<file path="config.mk">
export PLATFORM = sky130hd
export DESIGN_NAME = rmq_front
export DESIGN_NICKNAME = d
export VERILOG_FILES = /design/src/design/rmq_pkg.sv /design/src/design/rmq_front.sv
export SDC_FILE = /design/constraint.sdc
export NUM_CORES = 1
export LEC_CHECK = 0
export BUFFER_PORTS_ARGS = -buffer_cell sky130_fd_sc_hd__clkbuf_2
export CAP_MARGIN = 5
export CORE_MARGIN = 4
export CORE_UTILIZATION = 40
export DETAILED_ROUTE_END_ITERATION = 16
export PLACE_DENSITY = 0.58
export SETUP_SLACK_MARGIN = 0.1
export SYNTH_ARGS = -nofsm -noshare
export SYNTH_HDL_FRONTEND = slang
export SYNTH_SLANG_ARGS = --single-unit
</file>
<file path="constraint.sdc">
create_clock -name clk -period 0.8 [get_ports clk]
set_input_delay 0.12 -clock clk [delete_from_list [all_inputs] [get_ports clk]]
set_output_delay 0.12 -clock clk [all_outputs]
set_load 0.03 [all_outputs]
</file>
<file path="src/design/rmq_pkg.sv">
`default_nettype none
package rmq_pkg;

	// Number of quotient bits resolved by the divider pipeline
	localparam int QB = 16;

	typedef enum logic [1:0] {
		BR_TRACE = 2'd0,
		BR_X     = 2'd1,
		BR_Y     = 2'd2,
		BR_Z     = 2'd3
	} br_t;

	// Branch and the three off-diagonal numerators
	typedef struct packed {
		br_t                br;
		logic signed [16:0] n0;
		logic signed [16:0] n1;
		logic signed [16:0] n2;
	} rmq_side_t;

	// Status carried alongside the quotient lanes
	typedef struct packed {
		br_t        br;
		logic       fault;
		logic [2:0] neg;
		logic [2:0] ovf;
	} rmq_stat_t;

endpackage
`default_nettype wire

</file>
<file path="src/design/rmq_front.sv">
`default_nettype none
module rmq_front #(
	parameter int FRAC_BITS = 14,
	parameter int RW        = 19
) (
	input  wire logic                clk,
	input  wire logic                arst_n,
	input  wire logic                adv,
	input  wire logic                in_vld,
	input  wire logic signed [15:0]  m11,
	input  wire logic signed [15:0]  m12,
	input  wire logic signed [15:0]  m13,
	input  wire logic signed [15:0]  m21,
	input  wire logic signed [15:0]  m22,
	input  wire logic signed [15:0]  m23,
	input  wire logic signed [15:0]  m31,
	input  wire logic signed [15:0]  m32,
	input  wire logic signed [15:0]  m33,
	output logic                     vld_s1,
	output logic [RW-1:0]            rad_s1,
	output rmq_pkg::rmq_side_t       side_s1
);
	import rmq_pkg::*;

	localparam int RS = RW + 1;

	function automatic logic signed [17:0] sx18(input logic signed [15:0] a);
		return {{2{a[15]}}, a};
	endfunction

	function automatic logic signed [16:0] sx17(input logic signed [15:0] a);
		return {a[15], a};
	endfunction

	logic signed [17:0] tr;
	logic signed [17:0] t;
	logic signed [RS-1:0] rad_full;
	rmq_side_t side_d;

	always_comb begin
		tr = sx18(m11) + sx18(m22) + sx18(m33);
		if (!tr[17] && (tr != 18'sd0)) begin
			side_d.br = BR_TRACE;
			t = tr;
			side_d.n0 = sx17(m23) - sx17(m32);
			side_d.n1 = sx17(m31) - sx17(m13);
			side_d.n2 = sx17(m12) - sx17(m21);
		end else if ((m11 > m22) && (m11 > m33)) begin
			side_d.br = BR_X;
			t = sx18(m11) - sx18(m22) - sx18(m33);
			side_d.n0 = sx17(m23) - sx17(m32);
			side_d.n1 = sx17(m21) + sx17(m12);
			side_d.n2 = sx17(m31) + sx17(m13);
		end else if (m22 > m33) begin
			side_d.br = BR_Y;
			t = sx18(m22) - sx18(m11) - sx18(m33);
			side_d.n0 = sx17(m31) - sx17(m13);
			side_d.n1 = sx17(m21) + sx17(m12);
			side_d.n2 = sx17(m32) + sx17(m23);
		end else begin
			side_d.br = BR_Z;
			t = sx18(m33) - sx18(m11) - sx18(m22);
			side_d.n0 = sx17(m12) - sx17(m21);
			side_d.n1 = sx17(m31) + sx17(m13);
			side_d.n2 = sx17(m32) + sx17(m23);
		end
		rad_full = (RS'(1) << FRAC_BITS) + {{(RS-18){t[17]}}, t};
	end

	always_ff @(posedge clk or negedge arst_n) begin
		if (!arst_n) begin
			vld_s1 <= 1'b0;
		end else if (adv) begin
			vld_s1 <= in_vld;
		end
	end

	always_ff @(posedge clk) begin
		if (adv) begin
			// clamp a negative radicand to zero
			rad_s1  <= rad_full[RS-1] ? '0 : rad_full[RW-1:0];
			side_s1 <= side_d;
		end
	end

endmodule
`default_nettype wire

</file>
==> key figures <==
Run status
  – Outcome: complete, but fails checks
  – Failing checks: negative hold slack, negative setup slack

Timing
  – Max Freq: 0.272 GHz
  – Clk_skew: 0 ps
  – Pins Over Slew Limit: 0
  – Worst hold slack: -3.67 ps
  – Unrepaired setup endpoints after global routing: yes
  – Slew margin rel.: 51.5%
  – Post-route setup slack: -2880 ps
  – Fin crit period: 3680 ps
  – Final setup viols: 145
  – Crit share post-route: 460%
  – Fin. Hold Viols: 1
  – Worst Tran Pin Value: 720 ps

Power
  – Pwr/cell area: 1850 nW/um2
  – Internal power: 23.5 mW
  – Flop pwr share: 16.5%
  – Sw frac: 43.8%
  – Clock power share: 10.5%
  – Peak VDD IR: 1.15 mV
  – Pleak: 11.2 nW
  – Comb power frac: 73.0%
  – Psw: 18.3 mW

Critical path
  – Critical Path Start: m22[1]
  – Register-to-Register Setup Slack: 0 ps
  – CP arrival: 3860 ps
  – CP Capture Type: flop
  – Slowest CP cell: fa_2
  – Startpoint class of the critical path: input pin
  – Crit Path Class: in2reg
  – CP cell instances: buf_8, fa_2, ha_4, fa_2, nand2b_4, a21boi_2, or4_1, a21oi_1, nand2_1, a2111oi_4, nand4b_4, a21oi_4, mux2i_2, ha_4, a21oi_4, buf_12, a211oi_2
  – Reg2reg start: vld_s1$_DFFE_PN0P_
  – Crit path required time: 990 ps
  – CP max stage delay: 490 ps
  – Maximum fanout along the worst path: 13
  – Family with the most delay on the worst path: adder cells
  – WP buf/inv: 2

Layout
  – Commonest non-fill, non-tap cells in the layout: buf_4, ha_1, inv_1
  – Commonest non-fill, non-tap cell in the layout: buf_4
  – Filler cell count: 3022
  – Final Util: 62.9%
  – Layout cells sized above 1: 38.9%
  – Multi-input logic area: 12000 um2
  – Area Growth Syn to Fin: 54.2%
  – Nets: 3015
  – Final Non-Filler Cells: 3000
  – Diodes inserted: 0
  – Reg area: 2190 um2

Clock tree
  – Clock-pin transition on the worst setup and hold timing paths: 70 ps
  – Clock Latency Late Sink: 350 ps
  – CTS Buf Count: 9
  – Clock buffer depth: 2
  – Hold_buf cts: 1
  – Sink Count: 73
  – CTS tree: built
  – H-tree depth: 3
  – CTS root buf: clkbuf_16

Logic synthesis
  – Syn nets: 2202
  – Number of synthesized flops with an enable pin: 72
  – Synthesis warning total: 0
  – Sequential area share after synthesis: 15.0%
  – Syn_area_per_cell: 8.49 um2
  – Synth unique cells: 91
  – Top_reg_cell synth: edfxtp_1
  – Netlist Area Pre-Place: 14600 um2
  – #FFs+latches synth: 73
  – Fraction of registers with async set/reset: 1.37%
  – Post-Synthesis Cells: 1721

Detailed routing
  – DRT antenna net count: 0
  – Initial DRC Count: 884
  – Vias: 15500
  – Remaining DRCs: 0
  – Routed WL: 54300 um
  – 1st-pass router iterations: 5
  – Via/cell ratio: 5.17
  – Drt wl/cell: 18.1 um

GRT
  – GRT overflow: 0
  – Initial antenna violation count: 3
  – Largest net degree at the start of global routing: 60
  – Vias in the first global route: 15900
  – Overall Global Routing Usage: 26.5%
  – First-pass GRT wire length: 83000 um

Floorplan
  – DIE WIDTH: 199 um
  – Die area: 39600 um2
  – IO Pins: 221
  – Initial Utilization: 40.8%
  – Core Area: 35800 um2
  – # rows: 69
  – Height of the die: 199 um

Worst hold path
  – HP Start: in_vld
  – Hold WC Path Type: in2reg

Placed design
  – RePlAce Congestion: 0.979
  – Post-Place Worst Slack: -3320 ps
  – Port Buffers: 220
  – Cell total after placement: 2964
  – Post-detail-place hpwl: 45700 um

Flow run
  – Max-Cap Viols: 0
==> cell usage after synthesis, types with 8 or more instances <==
library cell	number	area share (%)
ha_1	261	22
inv_1	175	4.5
a21oi_1	151	5.2
nor2_1	147	3.8
xnor2_1	96	5.8
nand2_1	90	2.3
o21ai_0	84	2.9
edfxtp_1	72	15
fa_1	72	9.9
nor3_1	44	1.5
clkbuf_1	34	0.87
nor2b_1	33	1.4
xor2_1	33	2.0
mux2i_1	29	2.0
nand3_1	26	0.89
a211oi_1	24	1.2
nand2b_1	23	0.98
a21o_1	22	1.1
o21bai_1	20	1.0
and3_1	17	0.73
o211ai_1	17	0.87
or3_1	15	0.64
a31oi_1	13	0.56
o21a_1	12	0.62
a2111oi_0	11	0.66
and2_1	11	0.47
buf_2	11	0.38
o31ai_1	11	0.57
nand4_1	10	0.43
nor4_1	9	0.39
a211o_1	8	0.48
mux2_2	8	0.62
o21ai_1	8	0.27
==> flip-flops by register name, summed over array words and instances, names as in the netlist <==
name	flops
vld_s1	1
side_s1	53
rad_s1	19
==> layer usage <==
layer	routed length [um]	part of all wire, %	vias up	track usage (%)
li1	-	-	7645	-
met1	24000	44	7386	34.6
met2	26500	49	389	46.8
met3	2420	4.5	74	3.10
met4	1340	2.5	6	6.56
met5	41	0.076	-	0
==> cells by family (layout without fill, tap and decap cells) <==
| group | after synthesis | after routing | synth area share, % |
|---|---|---|---|
| AO/OA/AOI/OAI | 464 | 464 | 20.9 |
| XOR/XNOR | 129 | 129 | 7.73 |
| adder cells (fa/ha/maj) | 333 | 333 | 32.2 |
| buffers and inverters | 231 | 1049 | 6.18 |
| flip-flops | 73 | 73 | 15.0 |
| multiplexers | 39 | 39 | 2.80 |
| other | 1 | 1 | 0.0257 |
| AND/OR/NAND/NOR | 451 | 451 | 15.1 |
==> worst paths after layout <==
path / end / cells past startpoint
worst max-delay path: rad_s1[10]$_SDFFCE_PP0P_ / 17
worst min-delay path: vld_s1$_DFFE_PN0P_ / 2
worst max register to register: vld_s1$_DFFE_PN0P_ / 1
worst min register to register: vld_s1$_DFFE_PN0P_ / 1
max in group asynchronous: vld_s1$_DFFE_PN0P_ / 2
min in group asynchronous: vld_s1$_DFFE_PN0P_ / 2
==> what timing repair did <==
action / 4_1_cts / 5_1_grt
resized for setup: 184 / 105
gates cloned: 0 / 1
endpoints found under the setup margin: 145 / 145
hold endpoints to repair: 1 / 1
pin swaps: 7 / 20
setup buffers: 7 / 12
==> through the flow <==
stage	cell area (um2)	setup TNS (ps)	power, mW
after floorplan	14800	-193930	21.7
after global placement	20900	-226480	33.0
after detailed placement	20900	-227860	33.2
after CTS	22100	-214010	40.1
after global routing	22500	-222840	44.4
final	22500	-211120	41.7
==> power by group through the flow <==
stage	Combinational, mW	Sequential [mW]	Clock, mW
after floorplan	13.3	8.40	0
after global placement	26.3	6.65	0
after detailed placement	26.6	6.60	0
after CTS	29.0	6.71	4.41
after global routing	32.8	6.95	4.58
final	30.4	6.90	4.38
==> area by class of cell <==
class / instances / share of cell area [%]
Multi-Input combinational cell: 1417 / 53.1
Timing Repair Buffer: 858 / 30.4
Sequential cell: 73 / 9.71
Inverter: 175 / 2.92
Tap cell: 461 / 2.56
Clock buffer: 10 / 1.06
Clock inverter: 6 / 0.294
(Power assumes the default switching activity.)
