[config.mk]
export PLATFORM = sky130hd
export DESIGN_NAME = rmq_sqrt
export DESIGN_NICKNAME = d
export VERILOG_FILES = /design/src/design/rmq_pkg.sv /design/src/design/rmq_sqrt.sv
export SDC_FILE = /design/constraint.sdc
export NUM_CORES = 1
export LEC_CHECK = 0
export BUFFER_PORTS_ARGS = -buffer_cell sky130_fd_sc_hd__buf_2
export CORE_AREA = 4 4 451 453
export DETAILED_ROUTE_END_ITERATION = 8
export DIE_AREA = 0 0 455 457
export SETUP_SLACK_MARGIN = 0.05
export SLEW_MARGIN = 30
export SYNTH_ARGS = -nofsm -noshare
export SYNTH_HDL_FRONTEND = slang
export SYNTH_SLANG_ARGS = --single-unit
[constraint.sdc]
create_clock -name clk -period 8.47 [get_ports clk]
set_input_delay 0.847 -clock clk [delete_from_list [all_inputs] [get_ports clk]]
set_output_delay 0.847 -clock clk [all_outputs]
set_load 0.02 [all_outputs]
[src/design/rmq_pkg.sv]
`default_nettype none
package rmq_pkg;

	// Number of quotient bits resolved by the divider pipeline
	localparam int QB = 16;

	typedef enum logic [1:0] {
		BR_TRACE = 2'd0,
		BR_X     = 2'd1,
		BR_Y     = 2'd2,
		BR_Z     = 2'd3
	} br_t;

	// Branch and the three off-diagonal numerators
	typedef struct packed {
		br_t                br;
		logic signed [16:0] n0;
		logic signed [16:0] n1;
		logic signed [16:0] n2;
	} rmq_side_t;

	// Status carried alongside the quotient lanes
	typedef struct packed {
		br_t        br;
		logic       fault;
		logic [2:0] neg;
		logic [2:0] ovf;
	} rmq_stat_t;

endpackage
`default_nettype wire

[src/design/rmq_sqrt.sv]
`default_nettype none
module rmq_sqrt #(
	parameter int FRAC_BITS = 14,
	parameter int RW        = 19,
	parameter int NS        = 17
) (
	input  wire logic                clk,
	input  wire logic                arst_n,
	input  wire logic                adv,
	input  wire logic                in_vld,
	input  wire logic [RW-1:0]       rad,
	input  wire rmq_pkg::rmq_side_t  side,
	output logic                     out_vld,
	output logic [NS-1:0]            root,
	output rmq_pkg::rmq_side_t       out_side
);
	import rmq_pkg::*;

	localparam int SV = RW + FRAC_BITS;

	logic [SV-1:0] v_s   [0:NS];
	logic [SV-1:0] res_s [0:NS];
	rmq_side_t     side_s [0:NS];
	logic          vld_s [0:NS];

	assign v_s[0]    = {rad, FRAC_BITS'(0)};
	assign res_s[0]  = '0;
	assign side_s[0] = side;
	assign vld_s[0]  = in_vld;

	for (genvar k = 0; k < NS; k++) begin : g_stg
		localparam int SH = 2 * (NS - 1 - k);
		logic [SV:0]   trial;
		logic          take;
		logic [SV-1:0] v_nx;
		logic [SV-1:0] res_nx;

		always_comb begin
			trial  = {1'b0, res_s[k]} + ((SV + 1)'(1) << SH);
			take   = {1'b0, v_s[k]} >= trial;
			v_nx   = take ? (v_s[k] - trial[SV-1:0]) : v_s[k];
			res_nx = take ? ((res_s[k] >> 1) + (SV'(1) << SH)) : (res_s[k] >> 1);
		end

		always_ff @(posedge clk or negedge arst_n) begin
			if (!arst_n) begin
				vld_s[k+1] <= 1'b0;
			end else if (adv) begin
				vld_s[k+1] <= vld_s[k];
			end
		end

		always_ff @(posedge clk) begin
			if (adv) begin
				v_s[k+1]    <= v_nx;
				res_s[k+1]  <= res_nx;
				side_s[k+1] <= side_s[k];
			end
		end
	end

	assign out_vld  = vld_s[NS];
	assign root     = res_s[NS][NS-1:0];
	assign out_side = side_s[NS];

endmodule
`default_nettype wire

==> results of run 1 <==
-- cell type report --
type | count | area (um^2)
repair buffers | 169 | 1060
clock inverters | 99 | 1110
clock buffers | 172 | 3920
diodes | 1 | 2.50
multi-input cells | 1394 | 9980
flip-flops and latches | 1411 | 42300
fillers | 19225 | 137000
well taps | 2656 | 3320
inverters | 197 | 739
-- flip-flops by register name (all words and copies together), names as in the netlist --
name / cells
out_side: 53
vld_s: 16
out_vld: 1
v_s: 340
side_s: 848
root: 17
res_s: 136
-- cells in the mapped netlist (all sizes together), types with 20 or more instances --
master	number
nand2	136
clkbuf	23
mux2	58
nor2b	25
nor3	57
nor2	122
nand3	35
nor4	47
a21oi	105
buf	60
xnor2	88
o21a	29
edfxtp	1394
inv	197
a21o	46
ha	153
o21ai	129
or3	20
nand2b	28
xor2	88
-- worst paths after layout --
check | from | end | slack (ps) | cells past startpoint
max in group asynchronous | arst_n | vld_s[6] | 7700 | 2
worst max register to register | v_s[105] | v_s[78] | 5150 | 11
worst min-delay path | side[37] | side_s[885] | 220 | 1
worst max-delay path | v_s[105] | v_s[78] | 5150 | 11
worst min register to register | side_s[704] | side_s[651] | 390 | 0
min in group asynchronous | arst_n | vld_s[13] | 510 | 2
-- power breakdown --
part	switching, mW	internal (mW)	total (mW)
sequential	0.333	8.48	8.81
combinational	0.918	0.713	1.63
clock	2.76	3.76	6.52
-- logic make-up after synthesis --
group           share of synthesized area
buf+inv                            0.0236
compound gates                     0.0495
flops                               0.790
xor+xnor                           0.0288
fa+ha+maj                          0.0384
mux                                0.0144
other cells                     0.0000701
simple gates                       0.0553
-- metrics by stage --
step	setup slack [ps]	instances	area [um^2]	total power, mW
floorplan	5590	3085	53500	10.0
global placement	5130	5823	57300	10.5
detailed placement	5060	5823	57300	10.6
CTS	5120	6095	62300	17.3
global route	4880	6099	62400	17.8
finish	5150	6099	62400	17.0
-- cells in the final DEF, fill, tap and decap left out, types with 88 or more instances in the layout --
cell type / instances
xnor2_1: 88
inv_1: 196
ha_1: 153
edfxtp_1: 1394
nand2_1: 136
clkbuf_16: 154
o21ai_0: 126
xor2_1: 88
buf_2: 145
nor2_1: 122
a21oi_1: 105
-- routing by layer --
layer,vias to the layer above,GRT usage,wire (um)
li1,12155,-,-
met1,11663,0.0866,33000
met2,453,0.123,36900
met3,191,0.0224,3970
met4,0,0.0394,3040
met5,-,0,0
==> impl_metrics.tcl, run 1 <==
set metrics [dict create \
    status "completed" \
    cp-start-kind "flip-flop" \
    clock_sinks 1411 \
    finalSetupTns_ps 0 \
    worst_pin_slew_ps 899 \
    max_stage_delay_ps 430 \
    period_minus_slack_ps 3320 \
    vias 24462 \
    ys_seq_area_frac 0.790 \
    drt_pass1_iterations 5 \
    synth_cell_types 79 \
    synthTopCellsByArea "edfxtp_1 (78%), ha_1 (3.6%), xnor2_1 (1.4%), xor2_1 (1.4%), inv_1 (1.4%)" \
    async_flop_share 0.0120 \
    grt_pass1_wl_um 126000 \
    area_growth_pct 16.6 \
    maxSlewViolCount 0 \
    syn_area_um2 53500 \
    first_global_vias 25318 \
    crit_slowest_cell "edfxtp_1" \
    fin_util 0.313 \
    synth_flop_cell "edfxtp_1" \
    track_usage 0.0743 \
    avgSynthCellArea_um2 17.3 \
    yosysTopAreaCellShare 0.782 \
    syn_nets 3321 \
    io_pins 147 \
    arrival_ps 3850 \
    clockBufferDepth 3 \
    vdd_drop_max_mv 0.164 \
    fin_crit_sh 0.392 \
    fp-row-count 164 \
    root_buffer "clkbuf_16" \
    cp_top_family "compound AO/OA/AOI/OAI gates" \
    setup_viol 0 \
    grt_antenna_before_repair 1 \
    post_cts_buffers 0 \
    rsz0062_at_grt "no" \
    core_um2 199000 \
    wl_um 76900 \
    die_h_um 457 \
    min_path_type "primary input to flip-flop" \
    cts_resized 0 \
    cts_tree "yes" \
    dp_hpwl_um 47200 \
    synthCells 3085 \
    synth_edf_count 1394 \
    drt_iter0_markers 1428 \
    drc 0 \
    numCtsBuffers 153 \
    hold_ws_ps 224 \
    grt-ovfl-total 0 \
    viasPerCell 4.01 \
    fin_skew_ps 38.1 \
    grt_max_degree 196 \
    ys_warn_count 0 \
    path_class "flip-flop to flip-flop" \
    start_util 0.269 \
    ys_ff_latch 1411 \
    die-area_um2 208000 \
    worst-path-buf-inv 3 \
    clk_pin_slew_worst_paths_ps 60 \
    drive_gt1_frac 0.137 \
    hold_viol_final 0 \
    post_drt_wl_per_cell_um 12.6 \
    final_nets 3562 \
    worstPathCellList "ha_1 > inv_1 > fa_1 > nor2b_1 > o31a_1 > o41ai_4 > o21ai_1 > nor4_4 > buf_4 > inv_2 > mux2_2" \
    leakagePower_nw 22.1 \
    cts_hold_buf 1 \
    synth_top_cell_by_area "edfxtp_1" \
    die_w_um 455 \
    max_freq_mhz 301 \
    p_per_area_nw_per_um2 272 \
    cts-htree-levels 4 \
    route.antenna.remaining_nets 0 \
    portBuffers 146 \
    cap_violations 0 \
    cp.required_ps 9000 \
    gp_congestion 0.844 \
    worstSkewPairLatency_ps 800 \
    max_slew_margin 0.401 \
    crit_fanout 28 \
    end_kind "flip-flop" \
]
Power figures use the tool's default switching activity.
==> inputs of run 2 (changes only) <==
clock period = 2.68 ns   (was 8.47 ns; I/O delays follow)
==> run 2 against run 1 <==
The run now ends with setup timing left; power grew to 3.2 times the previous value; worst hold slack worse by 33 ps; clock skew is 11 ps lower; register-to-register slack lost 5200 ps; critical endpoint is now v_s[94]; highest routed layer unchanged.
==> impl_metrics.tcl, run 2 (same netlist as run 1, synthesis figures left out) <==
set metrics [dict create \
    p_per_area_nw_per_um2 824 \
    grt-ovfl-total 0 \
    setup_slack_ps -67.3 \
    leakagePower_nw 23.6 \
    max_slew_margin 0.401 \
    p_seq_frac 0.514 \
    drt_iter0_markers 1475 \
    grt_pass1_wl_um 131000 \
    largest_reg_flops 848 \
    final_nets 3834 \
    hold_ws_ps 191 \
    drt_pass1_iterations 5 \
    die_w_um 455 \
    hold_viol_final 0 \
    gp_congestion 0.814 \
    cts-htree-levels 4 \
    clkPwrFrac 0.370 \
    portBuffers 146 \
    clock_sinks 1411 \
    rsz0062_at_grt "yes" \
    fp-row-count 164 \
    violations "setup timing" \
    reg_top3 "side_s (848), v_s (340), res_s (136)" \
    vdd_drop_max_mv 0.530 \
    route.antenna.remaining_nets 0 \
    status "finished, violations left" \
    p_switching_mw 12.8 \
    track_usage 0.0767 \
    cp.required_ps 3190 \
    dpl_cell_area_um2 58600 \
    area_growth_pct 22.7 \
    min_path_type "primary input to flip-flop" \
    max_freq_mhz 364 \
    start_util 0.269 \
    die_h_um 457 \
    core_um2 199000 \
    wl_um 80400 \
    diodes 0 \
    drc 0 \
    setup_viol 33 \
    max_flop_register "side_s" \
    grt_max_degree 141 \
    seqCellArea_um2 42300 \
    fin_skew_ps 26.7 \
    post_drt_wl_per_cell_um 12.6 \
    cap_violations 0 \
    fillers 18824 \
    final_common_cell "edfxtp_1" \
    worst_pin_slew_ps 891 \
    drive_gt1_frac 0.221 \
    cts_tree "yes" \
    clockBufferDepth 3 \
    path_class "flip-flop to flip-flop" \
    final_cell_mix "edfxtp_1 (1,394), inv_1 (189), buf_4 (184)" \
    place_ws_ps -242 \
    p_comb_frac 0.116 \
    root_buffer "clkbuf_16" \
    viasPerCell 4.04 \
    numCtsBuffers 150 \
    switching_share 0.237 \
    die-area_um2 208000 \
    clk_pin_slew_worst_paths_ps 60 \
    vias 25742 \
    grt_antenna_before_repair 0 \
    end_kind "flip-flop" \
    multiInputGateArea_um2 10900 \
    dp_hpwl_um 50400 \
    maxSlewViolCount 0 \
    dpl.cell_count 5972 \
    period_minus_slack_ps 2750 \
    io_pins 147 \
    worstSkewPairLatency_ps 780 \
    fin_crit_sh 1.03 \
    fin_util 0.330 \
    p_int_mw 41.3 \
    arrival_ps 3250 \
    first_global_vias 26366 \
    final_cell_area_um2 65700 \
    instances_no_fill 6373 \
    crit_fanout 4 \
    cp-start-kind "flip-flop" \
]
==> run 2: power by group through the flow <==
stage / Sequential (mW) / Clock [mW] / Combinational, mW
after global routing: 28.1 / 21.9 / 7.00
final: 27.9 / 20.0 / 6.29
after detailed placement: 28.3 / 0 / 5.65
after CTS: 27.8 / 20.9 / 5.92
after floorplan: 27.9 / 0 / 3.84
after global placement: 28.2 / 0 / 5.50
==> run 2: layout make-up <==
type,count,share of cell area
inverters,197,0.0114
multi-input cells,1394,0.166
clock inverters,95,0.0153
flip-flops and latches,1411,0.644
repair buffers,444,0.0537
well taps,2656,0.0506
clock buffers,176,0.0589
==> run 2: path summary, 6_finish.rpt <==
| path | startpoint | to | slack [ps] | cells after the start |
|---|---|---|---|---|
| worst max-delay path | v_s[105] | v_s[94] | -70 | 12 |
| worst min-delay path | rad[10] | v_s[552] | 190 | 2 |
| worst max register to register | v_s[105] | v_s[94] | -70 | 12 |
| worst min register to register | side_s[599] | side_s[546] | 410 | 0 |
| max in group asynchronous | arst_n | vld_s[16] | 1560 | 3 |
| min in group asynchronous | arst_n | vld_s[4] | 640 | 3 |
==> run 2: worst max-delay path, cell delays in order, from the launching register on <==
cell and delay [ps]:
edfxtp_1 420, ha_2 230, inv_2 50, fa_2 200, nor2b_2 50, o31a_1 280, o41ai_4 370, o21ai_4 130
nor4_4 220, buf_4 190, buf_6 120, nor4_4 50, xor2_1 170
==> run 2: metrics by stage <==
stage / setup TNS, ps / total power [mW]
after floorplan: 0 / 31.8
after global placement: -3870 / 33.7
after detailed placement: -6030 / 33.9
after CTS: -775 / 54.7
after global routing: -3920 / 56.9
final: -751 / 54.2
==> run 2: layer usage <==
layer / vias to the layer above / wire (um) / global-route usage
met5: - / 0 / 0
met4: 0 / 3240 / 0.0406
met3: 221 / 3300 / 0.0201
met2: 414 / 39900 / 0.129
met1: 12379 / 34000 / 0.0899
li1: 12728 / - / -
==> run 2: repair_timing <==
action	in CTS	in global routing
resized for setup	72	168
setup endpoints to repair	128	154
hold buffers	76	0
pin swaps	17	50
setup buffers	16	34
hold endpoints to repair	117	0
cloned	1	3
